### config.mk
export PLATFORM = sky130hd
export DESIGN_NAME = light_sensor_i2c_decoder_unit
export DESIGN_NICKNAME = d
export VERILOG_FILES = /design/src/rtl/core/lsid_pkg.sv /design/src/rtl/core/light_sensor_i2c_decoder_unit.sv
export VERILOG_INCLUDE_DIRS = /design/src /design/src/rtl/core
export SDC_FILE = /design/constraint.sdc
export NUM_CORES = 1
export LEC_CHECK = 0
export ABC_CLOCK_PERIOD_IN_PS = 8500
export BUFFER_PORTS_ARGS = -buffer_cell sky130_fd_sc_hd__buf_2
export CAP_MARGIN = 40
export CELL_PAD_IN_SITES_DETAIL_PLACEMENT = 1
export CELL_PAD_IN_SITES_GLOBAL_PLACEMENT = 1
export CORE_AREA = 2 2 232 234
export DETAILED_ROUTE_END_ITERATION = 8
export DIE_AREA = 0 0 234 236
export PLACE_DENSITY_LB_ADDON = 0.1
export SKIP_CTS_REPAIR_TIMING = 1
export SYNTH_ARGS = -nofsm -noshare
export SYNTH_HDL_FRONTEND = slang
export SYNTH_SLANG_ARGS = --single-unit
### constraint.sdc
create_clock -name i_clk -period 8.5 [get_ports i_clk]
set_input_delay 1.7 -clock i_clk [delete_from_list [all_inputs] [get_ports i_clk]]
set_output_delay 1.7 -clock i_clk [all_outputs]
set_load 0.1 [all_outputs]
### src/rtl/core/assert_macros.svh
// assertion helpers for the rtl core
`ifndef ASSERT_MACROS_SVH
`define ASSERT_MACROS_SVH

// combinational invariant checked at every rising clock edge
`define ASSERT_ALWAYS(lbl, clk, rst_n, expr, msg) \
    lbl: assert property (@(posedge clk) disable iff (!rst_n) (expr)) else $error(msg);

// same-cycle implication
`define ASSERT_IMPL(lbl, clk, rst_n, ante, cons, msg) \
    lbl: assert property (@(posedge clk) disable iff (!rst_n) (ante) |-> (cons)) else $error(msg);

// next-cycle implication
`define ASSERT_NEXT(lbl, clk, rst_n, ante, cons, msg) \
    lbl: assert property (@(posedge clk) disable iff (!rst_n) (ante) |=> (cons)) else $error(msg);

`endif

### src/rtl/core/lsid_pkg.sv
package lsid_pkg;

    localparam int CODE_W   = 5;
    localparam int VALUE_W  = 16;
    localparam int SCALED_W = 39;
    localparam int MULT_W   = 11;
    localparam int PROD_W   = VALUE_W + MULT_W;
    localparam int DEN_W    = 15;

    localparam logic [SCALED_W-1:0] SCALED_ALL = '1;

    typedef struct packed {
        logic [2:0] kind;
        logic [7:0] value;
    } t_in_req;

    typedef struct packed {
        logic [CODE_W-1:0]   code;
        logic [VALUE_W-1:0]  value_out;
        logic [SCALED_W-1:0] scaled;
        logic                last;
    } t_out_req;

    typedef enum logic [1:0] {
        PH_IDLE,
        PH_ADDR,
        PH_CMD,
        PH_DATA
    } t_phase;

    typedef enum logic [1:0] {
        ST_IDLE,
        ST_PREP,
        ST_DIV,
        ST_FIN
    } t_state;

    localparam logic [2:0] KIND_START   = 3'd0;
    localparam logic [2:0] KIND_RSTART  = 3'd1;
    localparam logic [2:0] KIND_STOP    = 3'd2;
    localparam logic [2:0] KIND_ADDR_WR = 3'd3;
    localparam logic [2:0] KIND_ADDR_RD = 3'd4;
    localparam logic [2:0] KIND_DATA_WR = 3'd5;
    localparam logic [2:0] KIND_DATA_RD = 3'd6;

    localparam logic [CODE_W-1:0] CODE_ADDR_LOW   = 5'd0;
    localparam logic [CODE_W-1:0] CODE_ADDR_HIGH  = 5'd1;
    localparam logic [CODE_W-1:0] CODE_POWER_DOWN = 5'd2;
    localparam logic [CODE_W-1:0] CODE_POWER_UP   = 5'd3;
    localparam logic [CODE_W-1:0] CODE_RESET      = 5'd4;
    localparam logic [CODE_W-1:0] CODE_MT_HIGH    = 5'd5;
    localparam logic [CODE_W-1:0] CODE_MT_LOW     = 5'd6;
    localparam logic [CODE_W-1:0] CODE_MODE_CH    = 5'd7;
    localparam logic [CODE_W-1:0] CODE_MODE_CH2   = 5'd8;
    localparam logic [CODE_W-1:0] CODE_MODE_CL    = 5'd9;
    localparam logic [CODE_W-1:0] CODE_MODE_OH    = 5'd10;
    localparam logic [CODE_W-1:0] CODE_MODE_OH2   = 5'd11;
    localparam logic [CODE_W-1:0] CODE_MODE_OL    = 5'd12;
    localparam logic [CODE_W-1:0] CODE_DATA       = 5'd13;
    localparam logic [CODE_W-1:0] CODE_RESERVED   = 5'd14;
    localparam logic [CODE_W-1:0] CODE_CHECK      = 5'd15;
    localparam logic [CODE_W-1:0] CODE_WRITE      = 5'd16;
    localparam logic [CODE_W-1:0] CODE_READ       = 5'd17;
    localparam logic [CODE_W-1:0] CODE_SENS       = 5'd18;
    localparam logic [CODE_W-1:0] CODE_LIGHT      = 5'd19;
    localparam logic [CODE_W-1:0] CODE_MTREG      = 5'd20;
    localparam logic [CODE_W-1:0] CODE_BAD_ADDR   = 5'd21;

    localparam logic [7:0] ADDR_LOW  = 8'h23;
    localparam logic [7:0] ADDR_HIGH = 8'h5C;

    localparam logic [7:0] CMD_POWER_DOWN = 8'h00;
    localparam logic [7:0] CMD_POWER_UP   = 8'h01;
    localparam logic [7:0] CMD_RESET      = 8'h07;
    localparam logic [7:0] CMD_MODE_CH    = 8'h10;
    localparam logic [7:0] CMD_MODE_CH2   = 8'h11;
    localparam logic [7:0] CMD_MODE_CL    = 8'h13;
    localparam logic [7:0] CMD_MODE_OH    = 8'h20;
    localparam logic [7:0] CMD_MODE_OH2   = 8'h21;
    localparam logic [7:0] CMD_MODE_OL    = 8'h23;
    localparam logic [7:0] CMD_MT_HIGH    = 8'h40;
    localparam logic [7:0] CMD_MT_LOW     = 8'h60;
    localparam logic [7:0] CMD_CLASS_MASK = 8'hE0;
    localparam logic [7:0] MODE_FIRST     = 8'h10;
    localparam logic [7:0] MODE_LAST      = 8'h23;

    localparam logic [7:0] MODE_RESET  = 8'h10;
    localparam logic [7:0] MTREG_RESET = 8'd69;
    localparam logic [6:0] SLAVE_RESET = 7'h23;

    localparam logic [2:0] BYTE_PAIR = 3'd2;
    localparam logic [2:0] BYTE_MAX  = 3'd4;

    localparam logic [1:0] ACC_MAXIMAL = 2'd1;
    localparam logic [1:0] ACC_MINIMAL = 2'd2;

    // 69 * numerator of the accuracy ratio
    localparam logic [MULT_W-1:0] GAIN_TYP  = 11'd345;
    localparam logic [MULT_W-1:0] GAIN_WIDE = 11'd1725;

    localparam logic [5:0] DIV_TYP = 6'd6;
    localparam logic [5:0] DIV_MAX = 6'd36;
    localparam logic [5:0] DIV_MIN = 6'd24;

endpackage

### src/rtl/core/light_sensor_i2c_decoder_unit.sv
// Ambient light sensor transaction decoder.
// Input channel (i_in_valid / o_in_stall / i_in_data): one decoded bus event per
// request; kind and byte value. Output channel (o_out_valid / i_out_stall /
// o_out_data): zero to two result requests per event, the final one flagged by last.
// Config channel (i_cfg_valid / o_cfg_ready / i_cfg_data): accuracy choice, always
// ready, to be written only while the block is idle; the block does not enforce this.
// Each result request is registered in a pending slot and then moved into the
// output register. A sensitivity or lux value is scaled first: a restoring divider
// retires one quotient bit per cycle across the whole numerator, and the pending
// results move on only once the divider has returned to idle.
// No new event is accepted while results are pending or being scaled.
// The next event is accepted as soon as the last result sits in the output
// register, even while the receiver stalls it; further events wait on o_in_stall.
// Reset (synchronous, active low) returns the transaction to idle, the sensor
// registers to their power-on values and drops any pending results.
// A stalled output request holds its value until it is taken.
`include "assert_macros.svh"

module light_sensor_i2c_decoder_unit #(
    parameter int FRACTION_BITS = 16
) (
    input  logic               i_clk,
    input  logic               i_rst_n,
    input  logic               i_in_valid,
    output logic               o_in_stall,
    input  lsid_pkg::t_in_req  i_in_data,
    output logic               o_out_valid,
    input  logic               i_out_stall,
    output lsid_pkg::t_out_req o_out_data,
    input  logic               i_cfg_valid,
    output logic               o_cfg_ready,
    input  logic [1:0]         i_cfg_data
);

    localparam int NUM_W  = lsid_pkg::PROD_W + FRACTION_BITS;
    localparam int QW     = (NUM_W > lsid_pkg::SCALED_W) ? NUM_W : lsid_pkg::SCALED_W;
    localparam int STEP_W = $clog2(NUM_W);

    lsid_pkg::t_phase   r_phase, n_phase;
    lsid_pkg::t_state   r_state, n_state;
    logic [6:0]         r_slave, n_slave;
    logic               r_wd, n_wd;
    logic [7:0]         r_last_cmd, n_last_cmd;
    logic [7:0]         r_mode, n_mode;
    logic [7:0]         r_tr, n_tr;
    logic [7:0]         r_first, n_first;
    logic [7:0]         r_second, n_second;
    logic [2:0]         r_bc, n_bc;
    logic [1:0]         r_acc;

    lsid_pkg::t_out_req r_e0, n_e0;
    lsid_pkg::t_out_req r_e1, n_e1;
    logic [1:0]         r_cnt, n_cnt;
    logic               r_sc_hi, n_sc_hi;
    logic [15:0]        r_raw, n_raw;
    lsid_pkg::t_out_req r_out, n_out;
    logic               r_out_valid, n_out_valid;

    logic [NUM_W-1:0]          r_num, n_num;
    logic [lsid_pkg::DEN_W-1:0] r_rem, n_rem;
    logic [lsid_pkg::DEN_W-1:0] r_den, n_den;
    logic [STEP_W-1:0]         r_step, n_step;

    logic [lsid_pkg::CODE_W-1:0] cmd_code;

    function automatic lsid_pkg::t_out_req mk_res(
        input logic [lsid_pkg::CODE_W-1:0]  code,
        input logic [lsid_pkg::VALUE_W-1:0] value,
        input logic                         last
    );
        lsid_pkg::t_out_req res;
        res.code      = code;
        res.value_out = value;
        res.scaled    = '0;
        res.last      = last;
        return res;
    endfunction

    assign o_in_stall  = (r_state != lsid_pkg::ST_IDLE) || (r_cnt != 2'd0);
    assign o_out_valid = r_out_valid;
    assign o_out_data  = r_out;
    assign o_cfg_ready = 1'b1;

    always_comb begin
        case (i_in_data.value)
            lsid_pkg::CMD_POWER_DOWN: cmd_code = lsid_pkg::CODE_POWER_DOWN;
            lsid_pkg::CMD_POWER_UP:   cmd_code = lsid_pkg::CODE_POWER_UP;
            lsid_pkg::CMD_RESET:      cmd_code = lsid_pkg::CODE_RESET;
            lsid_pkg::CMD_MODE_CH:    cmd_code = lsid_pkg::CODE_MODE_CH;
            lsid_pkg::CMD_MODE_CH2:   cmd_code = lsid_pkg::CODE_MODE_CH2;
            lsid_pkg::CMD_MODE_CL:    cmd_code = lsid_pkg::CODE_MODE_CL;
            lsid_pkg::CMD_MODE_OH:    cmd_code = lsid_pkg::CODE_MODE_OH;
            lsid_pkg::CMD_MODE_OH2:   cmd_code = lsid_pkg::CODE_MODE_OH2;
            lsid_pkg::CMD_MODE_OL:    cmd_code = lsid_pkg::CODE_MODE_OL;
            default:                  cmd_code = lsid_pkg::CODE_RESERVED;
        endcase
    end

    always_comb begin
        logic                       in_acc;
        logic                       pop;
        logic                       do_finish;
        logic                       wr;
        logic [7:0]                 v;
        logic [2:0]                 kind;
        logic                       has_mt;
        logic                       has_mode;
        logic [lsid_pkg::PROD_W-1:0] prod;
        logic [lsid_pkg::MULT_W-1:0] gain;
        logic [5:0]                 dsel;
        logic [lsid_pkg::DEN_W-1:0] den;
        logic [lsid_pkg::DEN_W:0]   trial;
        logic                       qb;
        logic [QW-1:0]              q_ext;
        logic [lsid_pkg::SCALED_W-1:0] sc;

        n_phase     = r_phase;
        n_state     = r_state;
        n_slave     = r_slave;
        n_wd        = r_wd;
        n_last_cmd  = r_last_cmd;
        n_mode      = r_mode;
        n_tr        = r_tr;
        n_first     = r_first;
        n_second    = r_second;
        n_bc        = r_bc;
        n_e0        = r_e0;
        n_e1        = r_e1;
        n_cnt       = r_cnt;
        n_sc_hi     = r_sc_hi;
        n_raw       = r_raw;
        n_out       = r_out;
        n_out_valid = r_out_valid;
        n_num       = r_num;
        n_rem       = r_rem;
        n_den       = r_den;
        n_step      = r_step;

        in_acc    = i_in_valid && !o_in_stall;
        v         = i_in_data.value;
        kind      = i_in_data.kind;
        wr        = (kind == lsid_pkg::KIND_ADDR_WR);
        do_finish = 1'b0;
        has_mt    = (r_last_cmd == lsid_pkg::CMD_MT_HIGH) || (r_last_cmd == lsid_pkg::CMD_MT_LOW);
        has_mode  = (r_mode >= lsid_pkg::MODE_FIRST) && (r_mode <= lsid_pkg::MODE_LAST);
        prod      = '0;
        gain      = lsid_pkg::GAIN_TYP;
        dsel      = lsid_pkg::DIV_TYP;
        den       = '0;
        trial     = '0;
        qb        = 1'b0;
        q_ext     = '0;
        sc        = '0;

        // output register
        pop = (r_state == lsid_pkg::ST_IDLE) && (r_cnt != 2'd0)
              && (!r_out_valid || !i_out_stall);
        if (pop) begin
            n_out       = r_e0;
            n_out_valid = 1'b1;
            n_e0        = r_e1;
            n_cnt       = r_cnt - 2'd1;
        end else if (r_out_valid && !i_out_stall) begin
            n_out_valid = 1'b0;
        end

        // scaling sequencer
        case (r_state)
            lsid_pkg::ST_PREP: begin
                if (r_acc == lsid_pkg::ACC_MAXIMAL) begin
                    gain = lsid_pkg::GAIN_WIDE;
                    dsel = lsid_pkg::DIV_MAX;
                end else if (r_acc == lsid_pkg::ACC_MINIMAL) begin
                    gain = lsid_pkg::GAIN_WIDE;
                    dsel = lsid_pkg::DIV_MIN;
                end
                prod = lsid_pkg::PROD_W'(r_raw) * lsid_pkg::PROD_W'(gain);
                den  = lsid_pkg::DEN_W'(dsel) * lsid_pkg::DEN_W'(r_tr);
                if (r_mode == lsid_pkg::CMD_MODE_CH2 || r_mode == lsid_pkg::CMD_MODE_OH2) begin
                    den = den << 1;
                end
                n_num  = NUM_W'(prod) << FRACTION_BITS;
                n_rem  = '0;
                n_den  = den;
                n_step = STEP_W'(NUM_W - 1);
                if (r_tr == 8'd0) begin
                    if (r_sc_hi) begin
                        n_e1.scaled = lsid_pkg::SCALED_ALL;
                    end else begin
                        n_e0.scaled = lsid_pkg::SCALED_ALL;
                    end
                    n_state = lsid_pkg::ST_IDLE;
                end else begin
                    n_state = lsid_pkg::ST_DIV;
                end
            end
            lsid_pkg::ST_DIV: begin
                trial = {r_rem, r_num[NUM_W-1]};
                if (trial >= {1'b0, r_den}) begin
                    qb    = 1'b1;
                    trial = trial - {1'b0, r_den};
                end
                n_rem = trial[lsid_pkg::DEN_W-1:0];
                n_num = {r_num[NUM_W-2:0], qb};
                if (r_step == '0) begin
                    n_state = lsid_pkg::ST_FIN;
                end else begin
                    n_step = r_step - STEP_W'(1);
                end
            end
            lsid_pkg::ST_FIN: begin
                q_ext = QW'(r_num);
                if (q_ext > QW'(lsid_pkg::SCALED_ALL)) begin
                    sc = lsid_pkg::SCALED_ALL;
                end else begin
                    sc = lsid_pkg::SCALED_W'(q_ext);
                end
                if (r_sc_hi) begin
                    n_e1.scaled = sc;
                end else begin
                    n_e0.scaled = sc;
                end
                n_state = lsid_pkg::ST_IDLE;
            end
            default: begin
                n_state = r_state;
            end
        endcase

        // event decode
        if (in_acc) begin
            case (r_phase)
                lsid_pkg::PH_IDLE: begin
                    if (kind == lsid_pkg::KIND_START) begin
                        n_phase = lsid_pkg::PH_ADDR;
                        n_bc    = '0;
                    end
                end
                lsid_pkg::PH_ADDR: begin
                    if (kind == lsid_pkg::KIND_ADDR_WR || kind == lsid_pkg::KIND_ADDR_RD) begin
                        if (v == lsid_pkg::ADDR_LOW || v == lsid_pkg::ADDR_HIGH) begin
                            n_slave = v[6:0];
                            n_wd    = wr;
                            n_e0    = mk_res((v == lsid_pkg::ADDR_LOW) ? lsid_pkg::CODE_ADDR_LOW
                                             : lsid_pkg::CODE_ADDR_HIGH, 16'(v), 1'b0);
                            n_e1    = mk_res(wr ? lsid_pkg::CODE_WRITE : lsid_pkg::CODE_READ,
                                             '0, 1'b1);
                            n_cnt   = 2'd2;
                            n_phase = lsid_pkg::PH_CMD;
                        end else begin
                            n_e0    = mk_res(lsid_pkg::CODE_BAD_ADDR, 16'(r_slave), 1'b1);
                            n_cnt   = 2'd1;
                            n_phase = lsid_pkg::PH_IDLE;
                        end
                    end
                end
                lsid_pkg::PH_CMD: begin
                    if (kind == lsid_pkg::KIND_DATA_WR) begin
                        n_phase    = lsid_pkg::PH_DATA;
                        n_cnt      = 2'd1;
                        n_last_cmd = v;
                        if ((v & lsid_pkg::CMD_CLASS_MASK) == lsid_pkg::CMD_MT_HIGH) begin
                            n_tr       = {1'b0, v[4:3], r_tr[4:0]};
                            n_last_cmd = lsid_pkg::CMD_MT_HIGH;
                            n_e0       = mk_res(lsid_pkg::CODE_MT_HIGH, '0, 1'b1);
                        end else if ((v & lsid_pkg::CMD_CLASS_MASK) == lsid_pkg::CMD_MT_LOW) begin
                            n_tr       = {r_tr[7:5], v[4:0]};
                            n_last_cmd = lsid_pkg::CMD_MT_LOW;
                            n_e0       = mk_res(lsid_pkg::CODE_MT_LOW, '0, 1'b1);
                        end else begin
                            if (v >= lsid_pkg::MODE_FIRST && v <= lsid_pkg::MODE_LAST) begin
                                n_mode = v;
                            end
                            n_e0 = mk_res(cmd_code, '0, 1'b1);
                        end
                    end else if (kind == lsid_pkg::KIND_DATA_RD) begin
                        n_first = v;
                        n_bc    = 3'd1;
                        n_phase = lsid_pkg::PH_DATA;
                    end else if (kind == lsid_pkg::KIND_STOP || kind == lsid_pkg::KIND_RSTART) begin
                        n_e0    = mk_res(lsid_pkg::CODE_CHECK, '0, 1'b1);
                        n_cnt   = 2'd1;
                        n_phase = (kind == lsid_pkg::KIND_RSTART) ? lsid_pkg::PH_ADDR
                                                                   : lsid_pkg::PH_IDLE;
                    end
                end
                default: begin
                    if (kind == lsid_pkg::KIND_DATA_WR || kind == lsid_pkg::KIND_DATA_RD) begin
                        if (!r_wd && r_bc < lsid_pkg::BYTE_MAX) begin
                            if (r_bc == 3'd0) begin
                                n_first = v;
                            end else if (r_bc == 3'd1) begin
                                n_second = v;
                            end
                            n_bc = r_bc + 3'd1;
                        end
                    end else if (kind == lsid_pkg::KIND_RSTART) begin
                        do_finish = 1'b1;
                        n_phase   = lsid_pkg::PH_ADDR;
                    end else if (kind == lsid_pkg::KIND_STOP) begin
                        do_finish = 1'b1;
                        n_phase   = lsid_pkg::PH_IDLE;
                    end
                end
            endcase

            if (do_finish) begin
                n_bc = '0;
                if (r_wd) begin
                    n_raw = 16'd1;
                    if (has_mt && has_mode) begin
                        n_e0    = mk_res(lsid_pkg::CODE_MTREG, 16'(r_tr), 1'b0);
                        n_e1    = mk_res(lsid_pkg::CODE_SENS, '0, 1'b1);
                        n_cnt   = 2'd2;
                        n_sc_hi = 1'b1;
                        n_state = lsid_pkg::ST_PREP;
                    end else if (has_mt) begin
                        n_e0  = mk_res(lsid_pkg::CODE_MTREG, 16'(r_tr), 1'b1);
                        n_cnt = 2'd1;
                    end else if (has_mode) begin
                        n_e0    = mk_res(lsid_pkg::CODE_SENS, '0, 1'b1);
                        n_cnt   = 2'd1;
                        n_sc_hi = 1'b0;
                        n_state = lsid_pkg::ST_PREP;
                    end
                end else if (r_bc >= lsid_pkg::BYTE_PAIR) begin
                    n_raw   = {r_second, r_first};
                    n_e0    = mk_res(lsid_pkg::CODE_DATA, {r_second, r_first}, 1'b0);
                    n_e1    = mk_res(lsid_pkg::CODE_LIGHT, {r_second, r_first}, 1'b1);
                    n_cnt   = 2'd2;
                    n_sc_hi = 1'b1;
                    n_state = lsid_pkg::ST_PREP;
                end
            end
        end
    end

    always_ff @(posedge i_clk) begin
        if (!i_rst_n) begin
            r_phase     <= lsid_pkg::PH_IDLE;
            r_state     <= lsid_pkg::ST_IDLE;
            r_slave     <= lsid_pkg::SLAVE_RESET;
            r_wd        <= 1'b0;
            r_last_cmd  <= '0;
            r_mode      <= lsid_pkg::MODE_RESET;
            r_tr        <= lsid_pkg::MTREG_RESET;
            r_first     <= '0;
            r_second    <= '0;
            r_bc        <= '0;
            r_cnt       <= '0;
            r_sc_hi     <= 1'b0;
            r_out_valid <= 1'b0;
        end else begin
            r_phase     <= n_phase;
            r_state     <= n_state;
            r_slave     <= n_slave;
            r_wd        <= n_wd;
            r_last_cmd  <= n_last_cmd;
            r_mode      <= n_mode;
            r_tr        <= n_tr;
            r_first     <= n_first;
            r_second    <= n_second;
            r_bc        <= n_bc;
            r_cnt       <= n_cnt;
            r_sc_hi     <= n_sc_hi;
            r_out_valid <= n_out_valid;
        end
    end

    always_ff @(posedge i_clk) begin
        if (!i_rst_n) begin
            r_acc <= '0;
        end else if (i_cfg_valid && o_cfg_ready) begin
            r_acc <= i_cfg_data;
        end
    end

    always_ff @(posedge i_clk) begin
        r_e0   <= n_e0;
        r_e1   <= n_e1;
        r_raw  <= n_raw;
        r_out  <= n_out;
        r_num  <= n_num;
        r_rem  <= n_rem;
        r_den  <= n_den;
        r_step <= n_step;
    end

    // checks
    `ASSERT_IMPL(a_div_has_job, i_clk, i_rst_n, r_state != lsid_pkg::ST_IDLE, r_cnt != 2'd0, "scaling without pending results")
    `ASSERT_NEXT(a_fin_to_idle, i_clk, i_rst_n, r_state == lsid_pkg::ST_FIN, r_state == lsid_pkg::ST_IDLE, "divider did not retire")
    `ASSERT_IMPL(a_rem_bound, i_clk, i_rst_n, r_state == lsid_pkg::ST_DIV, r_rem < r_den, "divider remainder out of range")
    `ASSERT_ALWAYS(a_byte_cnt, i_clk, i_rst_n, r_bc <= lsid_pkg::BYTE_MAX, "read byte count overflow")

endmodule
==> flow_summary.json, run 1 <==
{
  "cp.required_ns": 8.81,
  "synth_seq_cells": 336,
  "grt_first_pass_wirelength_um": 87900,
  "worstHoldPathCells": 0,
  "finalCriticalPeriod_ns": 6.59,
  "rr_worst_depth": 23,
  "htreeDepth": 2,
  "fin_crit_sh_pct": 77.5,
  "min_path_type": "flip-flop to flip-flop",
  "clkSlewWorstSetupHoldPaths_ns": 0.06,
  "cp_max_fo": 42,
  "max_freq_ghz": 0.152,
  "syn_area_mm2": 0.0209,
  "stdcell_count": 2918,
  "synth.yosys.seq_area_share_pct": 40.7,
  "cts_tree": "done",
  "grt_antenna_before_repair": 1,
  "routed_wl_um": 54000,
  "synthArstFlopShare_pct": 0,
  "track_usage_pct": 19.8,
  "clock_path_buffers": 3,
  "final_nets": 2465,
  "fin_ws_ns": 1.91,
  "io_pins": 82,
  "drc": 0,
  "n_fill_cell": 5965,
  "portBuffers": 80,
  "cts_made_buffers": 41,
  "dp_cells": 2842,
  "die-area_mm2": 0.0552,
  "rrSetupSlack_ns": 1.91,
  "vias": 15500,
  "cp_common_cell": "inv_1",
  "die_h_um": 236,
  "setup_violations": 0,
  "routabilityCongestion": 0.850,
  "critical_path.slowest_cell": "fa_1",
  "postSynthCellCount": 2156,
  "relSlewSlack_pct": 41.9,
  "ys_top_cells_by_area": "edfxtp_1 25%, dfxtp_1 15%, fa_1 12%",
  "max_stage_delay_ns": 0.55,
  "ys.flop_type": "edfxtp_1",
  "synthDistinctLibCells": 72,
  "dr.pass1.iters": 6,
  "p_per_area_mw_per_mm2": 338,
  "viasPerCell": 5.30,
  "start_util_pct": 39.4,
  "synth-edff-count": 177,
  "drive_gt1_share_pct": 9.00,
  "grt_max_degree": 79,
  "synthToLayoutAreaGrowth_pct": 11.4,
  "tightest_slew_ns": 0.864,
  "overflow": 0,
  "peakVddDrop_mv": 0.243,
  "hold_ws_ns": 0.426,
  "yosys.area.top_type": "edfxtp_1",
  "yosysWarnings": 0,
  "worstPathCellList": "inv_1, ha_1, buf_4, nand2b_1, inv_1, fa_1, fa_1, inv_1, fa_1, inv_1, fa_1, inv_1, fa_1, inv_1, ha_1, a21oi_1, o211ai_1, a41oi_1, o21ai_0, o211ai_1, o21ai_0, xnor2_1, mux2_2",
  "die_w_um": 234,
  "rsz0062_at_grt": "no",
  "first_global_vias": 16300,
  "drv_slew": 0,
  "fin_worst_skew_ns": 0.0196,
  "coreArea_mm2": 0.0531,
  "setup-tns-final_ns": 0,
  "insertion_delay_ns": 0.57,
  "worst_setup_path_start_kind": "flip-flop",
  "crit_type": "flip-flop to flip-flop",
  "cp.arrival_ns": 6.90,
  "postRouteAntennaNets": 0,
  "outcome": "completed",
  "avgSynthCellArea_um2": 9.69,
  "dp_worst_setup_slack_ns": 1.87,
  "dp_hpwl_um": 38800,
  "wire_per_inst_um": 18.5,
  "maxCapViolCount": 0,
  "clkSinkCount": 336,
  "power.leakage_nw": 10.3,
  "drt_iter0_markers": 688,
  "hold_viol_final": 0,
  "end_kind": "flip-flop",
  "synth.top_cell.area_share_pct": 25.4,
  "rows": 85,
  "clockRootBuffer": "clkbuf_16",
  "diodes": 0
}
-- cell usage after synthesis (4+ instances only) --
cell type	n
clkbuf_1	103
o21bai_1	4
buf_6	7
o31ai_1	5
xor2_1	21
edfxtp_1	177
or4_1	5
a221oi_1	10
a21o_1	20
nand2b_1	24
nor4b_1	4
mux2_2	14
ha_1	137
and2_1	46
o211ai_1	5
o21a_1	15
nor3_1	33
o22ai_1	14
nand3_1	17
nand4_1	8
a211oi_1	9
dfxtp_1	159
or2_2	5
nand2_1	335
a31oi_1	84
inv_1	192
and3_1	9
a21oi_1	111
buf_2	6
or3_1	6
nor2b_1	51
o21ai_0	149
o211a_1	4
a22oi_1	5
xnor2_1	32
nor2_1	98
fa_1	121
mux2i_1	54
-- final cells by class --
cell class              count  area, µm²  area share, %
multi-input cells        1513      11200           48.2
flip-flops and latches    336       8500           36.5
clock buffers              63       1160           4.98
well taps                 696        871           3.74
inverters                 192        723           3.11
repair buffers            105        656           2.82
clock inverters            13        148          0.634
-- worst paths after layout --
check             startpoint             end
hold / removal      r_e0[53]  o_out_data[53]
setup / recovery    r_acc[0]       r_num[42]
setup reg to reg    r_acc[0]       r_num[42]
hold reg to reg     r_e0[53]  o_out_data[53]
-- registers in the layout (all words and copies together), names as in the netlist, 3 cells and up --
name and flops:
r_first 8, r_slave 7, r_last_cmd 7, r_e1 61, o_out_data 61, r_mode 8, r_rem 15, r_den 14
r_tr 7, r_bc 3, r_step 6, r_e0 61, r_num 43, r_raw 16, r_second 8
-- cells by family after synthesis --
logic type,Yosys count,share of synthesized area (%)
and+or+nand+nor,660,14.5
AOI/OAI and AO/OA,467,13.5
DFF,336,40.7
buffers and inverters,312,5.91
adders and majority gates,258,19.8
muxes,68,3.34
xor gates and xnor gates,53,2.22
other,2,0.0359
-- power breakdown --
part	internal [mW]	total (mW)	switching, mW
sequential	2.27	2.44	0.172
combinational	1.11	3.70	2.59
clock	1.01	1.72	0.710
total	4.38	7.86	3.48
-- layout by cell type, fill, tap and decap left out, drive strengths merged, types with 10 or more instances in the layout --
master  instances
inv           193
buf           105
nor2b          51
a221oi         10
nand2         338
o22ai          14
a31oi          84
o21ai         153
ha            137
and2           46
nor2          100
fa            121
xnor2          32
dfxtp         159
a21oi         112
nor3           34
a21o           20
mux2           14
nand2b         24
xor2           21
o21a           15
edfxtp        177
nand3          18
clkbuf         63
mux2i          54
-- worst max-delay path: cells and delay by family (launching register included) --
kind | cells | cell delay (ns)
xor+xnor | 1 | 0.14
flops | 1 | 0.37
fa+ha+maj | 7 | 3.11
compound gates | 6 | 1.37
simple gates | 1 | 0.32
buf+inv | 7 | 0.76
mux | 1 | 0.26
-- per-stage QoR --
step                util, %  cell area (µm²)  power [mW]
floorplan                 -            20900        5.46
global placement       41.2            21900        6.11
detailed placement     41.4            22000        6.22
CTS                    43.9            23300        7.97
global route           43.9            23300        8.42
finish                 43.9            23300        7.86
-- routing by layer --
metal  vias to the layer above  wire length (µm)  GRT usage [%]
met5                         -                 0              0
met3                        65              1380           2.62
met4                         0              1070           4.85
li1                       7464                 -              -
met2                       172             26300           33.6
met1                      7775             25200           26.6
No activity file was read; power rests on OpenSTA's default activity.
==> inputs of run 2 (changes only) <==
--- a/config.mk
+++ b/config.mk
@@ -6,7 +6,7 @@
 export SDC_FILE = /design/constraint.sdc
 export NUM_CORES = 1
 export LEC_CHECK = 0
-export ABC_CLOCK_PERIOD_IN_PS = 8500
+export ABC_CLOCK_PERIOD_IN_PS = 5450
 export BUFFER_PORTS_ARGS = -buffer_cell sky130_fd_sc_hd__buf_2
 export CAP_MARGIN = 40
 export CELL_PAD_IN_SITES_DETAIL_PLACEMENT = 1
==> constraint.sdc (replaced) <==
create_clock -name i_clk -period 5.45 [get_ports i_clk]
set_input_delay 1.09 -clock i_clk [delete_from_list [all_inputs] [get_ports i_clk]]
set_output_delay 1.09 -clock i_clk [all_outputs]
set_load 0.1 [all_outputs]
==> flow_summary.json, run 2 (synthesis gave the netlist of run 1 again) <==
{
  "outcome": "complete, but fails checks",
  "violations": "negative setup slack",
  "regToRegEndpoint": "r_num[42]",
  "overflow": 0,
  "tightest_slew_ns": 0.914,
  "crit_type": "flip-flop to flip-flop",
  "routed_wl_um": 54700,
  "insertion_delay_ns": 0.58,
  "rr_worst_depth": 22,
  "hold_viol_final": 0,
  "max_freq_ghz": 0.179,
  "hold-path-endpoint": "o_out_data[8]",
  "cp.required_ns": 5.74,
  "diodes": 0,
  "final_cell_mix": "331 x nand2_1, 182 x inv_1, 177 x edfxtp_1",
  "r2r-start": "r_acc[0]",
  "vias": 15800,
  "die_h_um": 236,
  "io_pins": 82,
  "power.leakage_nw": 10.8,
  "grt_max_degree": 72,
  "dp_hpwl_um": 39500,
  "final_util_pct": 45.8,
  "p_per_area_mw_per_mm2": 556,
  "setup_violations": 2,
  "htreeDepth": 2,
  "postRouteAntennaNets": 0,
  "cts_tree": "done",
  "drc": 0,
  "viasPerCell": 5.28,
  "worstHoldPathCells": 0,
  "grt_first_pass_wirelength_um": 88700,
  "track_usage_pct": 19.9,
  "finalCriticalPeriod_ns": 5.57,
  "final_nets": 2546,
  "clkSinkCount": 336,
  "hold_start": "r_e0[8]",
  "fin_crit_sh_pct": 102,
  "cp_max_fo": 6,
  "clkSlewWorstSetupHoldPaths_ns": 0.06,
  "portBuffers": 80,
  "rsz0062_at_grt": "yes",
  "grt_antenna_before_repair": 0,
  "start_util_pct": 39.4,
  "fin_ws_ns": -0.124,
  "drt_iter0_markers": 669,
  "peakVddDrop_mv": 0.370,
  "rows": 85,
  "cp.arrival_ns": 5.87,
  "drv_slew": 0,
  "dp_worst_setup_slack_ns": -0.269,
  "final_common_cell": "nand2_1",
  "drive_gt1_share_pct": 15.4,
  "clockRootBuffer": "clkbuf_16",
  "min_path_type": "flip-flop to flip-flop",
  "first_global_vias": 16900,
  "power_mw": 13.5,
  "synthToLayoutAreaGrowth_pct": 16.3,
  "worst_setup_path_start_kind": "flip-flop",
  "clock_path_buffers": 3,
  "die-area_mm2": 0.0552,
  "dr.pass1.iters": 5,
  "die_w_um": 234,
  "routabilityCongestion": 0.861,
  "relSlewSlack_pct": 39.1,
  "cts_made_buffers": 40,
  "rrSetupSlack_ns": -0.12,
  "coreArea_mm2": 0.0531,
  "end_kind": "flip-flop",
  "wire_per_inst_um": 18.2,
  "maxCapViolCount": 0,
  "fin_worst_skew_ns": 0.0278
}
## run 2: cell count changes in the layout (fill, tap and decap cells not counted), sizes merged
cell / change
clkbuf: -6
clkinvlp: -1
bufinv: -1
inv: +4
clkinv: +1
buf: +82
## run 2: worst max-delay path, stage by stage, from the launching register on
cell	delay [ns]
dfxtp_2	0.33
inv_2	0.05
ha_4	0.32
buf_6	0.14
buf_6	0.10
nor2b_4	0.03
buf_6	0.12
fa_1	0.49
fa_1	0.58
fa_1	0.43
fa_1	0.49
inv_1	0.05
fa_1	0.49
inv_2	0.04
ha_4	0.22
a21oi_4	0.13
o211ai_1	0.15
a41oi_2	0.23
o21ai_2	0.11
o211ai_1	0.26
o21ai_1	0.13
xnor2_1	0.13
mux2_4	0.27
## run 2: how the worst max path moves through the flow
stage	from	slack, ns	to	cells past startpoint
finish	r_acc[0]	-0.12	r_num[42]	22
detailed placement	r_acc[0]	-0.27	r_num[41]	21
global placement	r_acc[0]	-0.18	r_num[42]	22
CTS	r_acc[0]	-0.32	r_num[41]	21
floorplan	r_acc[0]	0.01	r_num[42]	23
global route	r_acc[0]	-0.36	r_num[42]	22
## run 2: area by class of cell
cell class                      instances  area, µm²
Clock buffer                           57       1150
Clock inverter                         16        139
Fill cell                            5948      28800
Tap cell                              696        871
Inverter                              192        723
Multi-Input combinational cell       1513      11600
Timing Repair Buffer                  187       1310
Sequential cell                       336       8500
## run 2: report_power, final
part           internal, mW  switching [mW]  leakage, nW
Clock                  1.53            1.12        0.633
Combinational          2.58            4.49         7.18
Sequential             3.53           0.264         2.94
Total                  7.64            5.87         10.8
## run 2: layer usage
layer | routed length (µm) | vias to the layer above | track usage [%]
met3 | 1440 | 68 | 2.60
met5 | 0 | - | 0
met2 | 27000 | 190 | 34.3
li1 | - | 7614 | -
met4 | 1140 | 0 | 5.02
met1 | 25100 | 7964 | 26.2
## run 2: metrics by stage
stage                     cells  TNS (ns)  area, µm²  hold WS, ns
after floorplan            2161         0      21000        0.403
after global placement     2910    -0.570      22500        0.413
after detailed placement   2918     -1.42      22600        0.416
after CTS                  2991     -1.78      23900        0.429
after global routing       2997     -1.50      24300        0.437
final                      2997    -0.147      24300        0.430
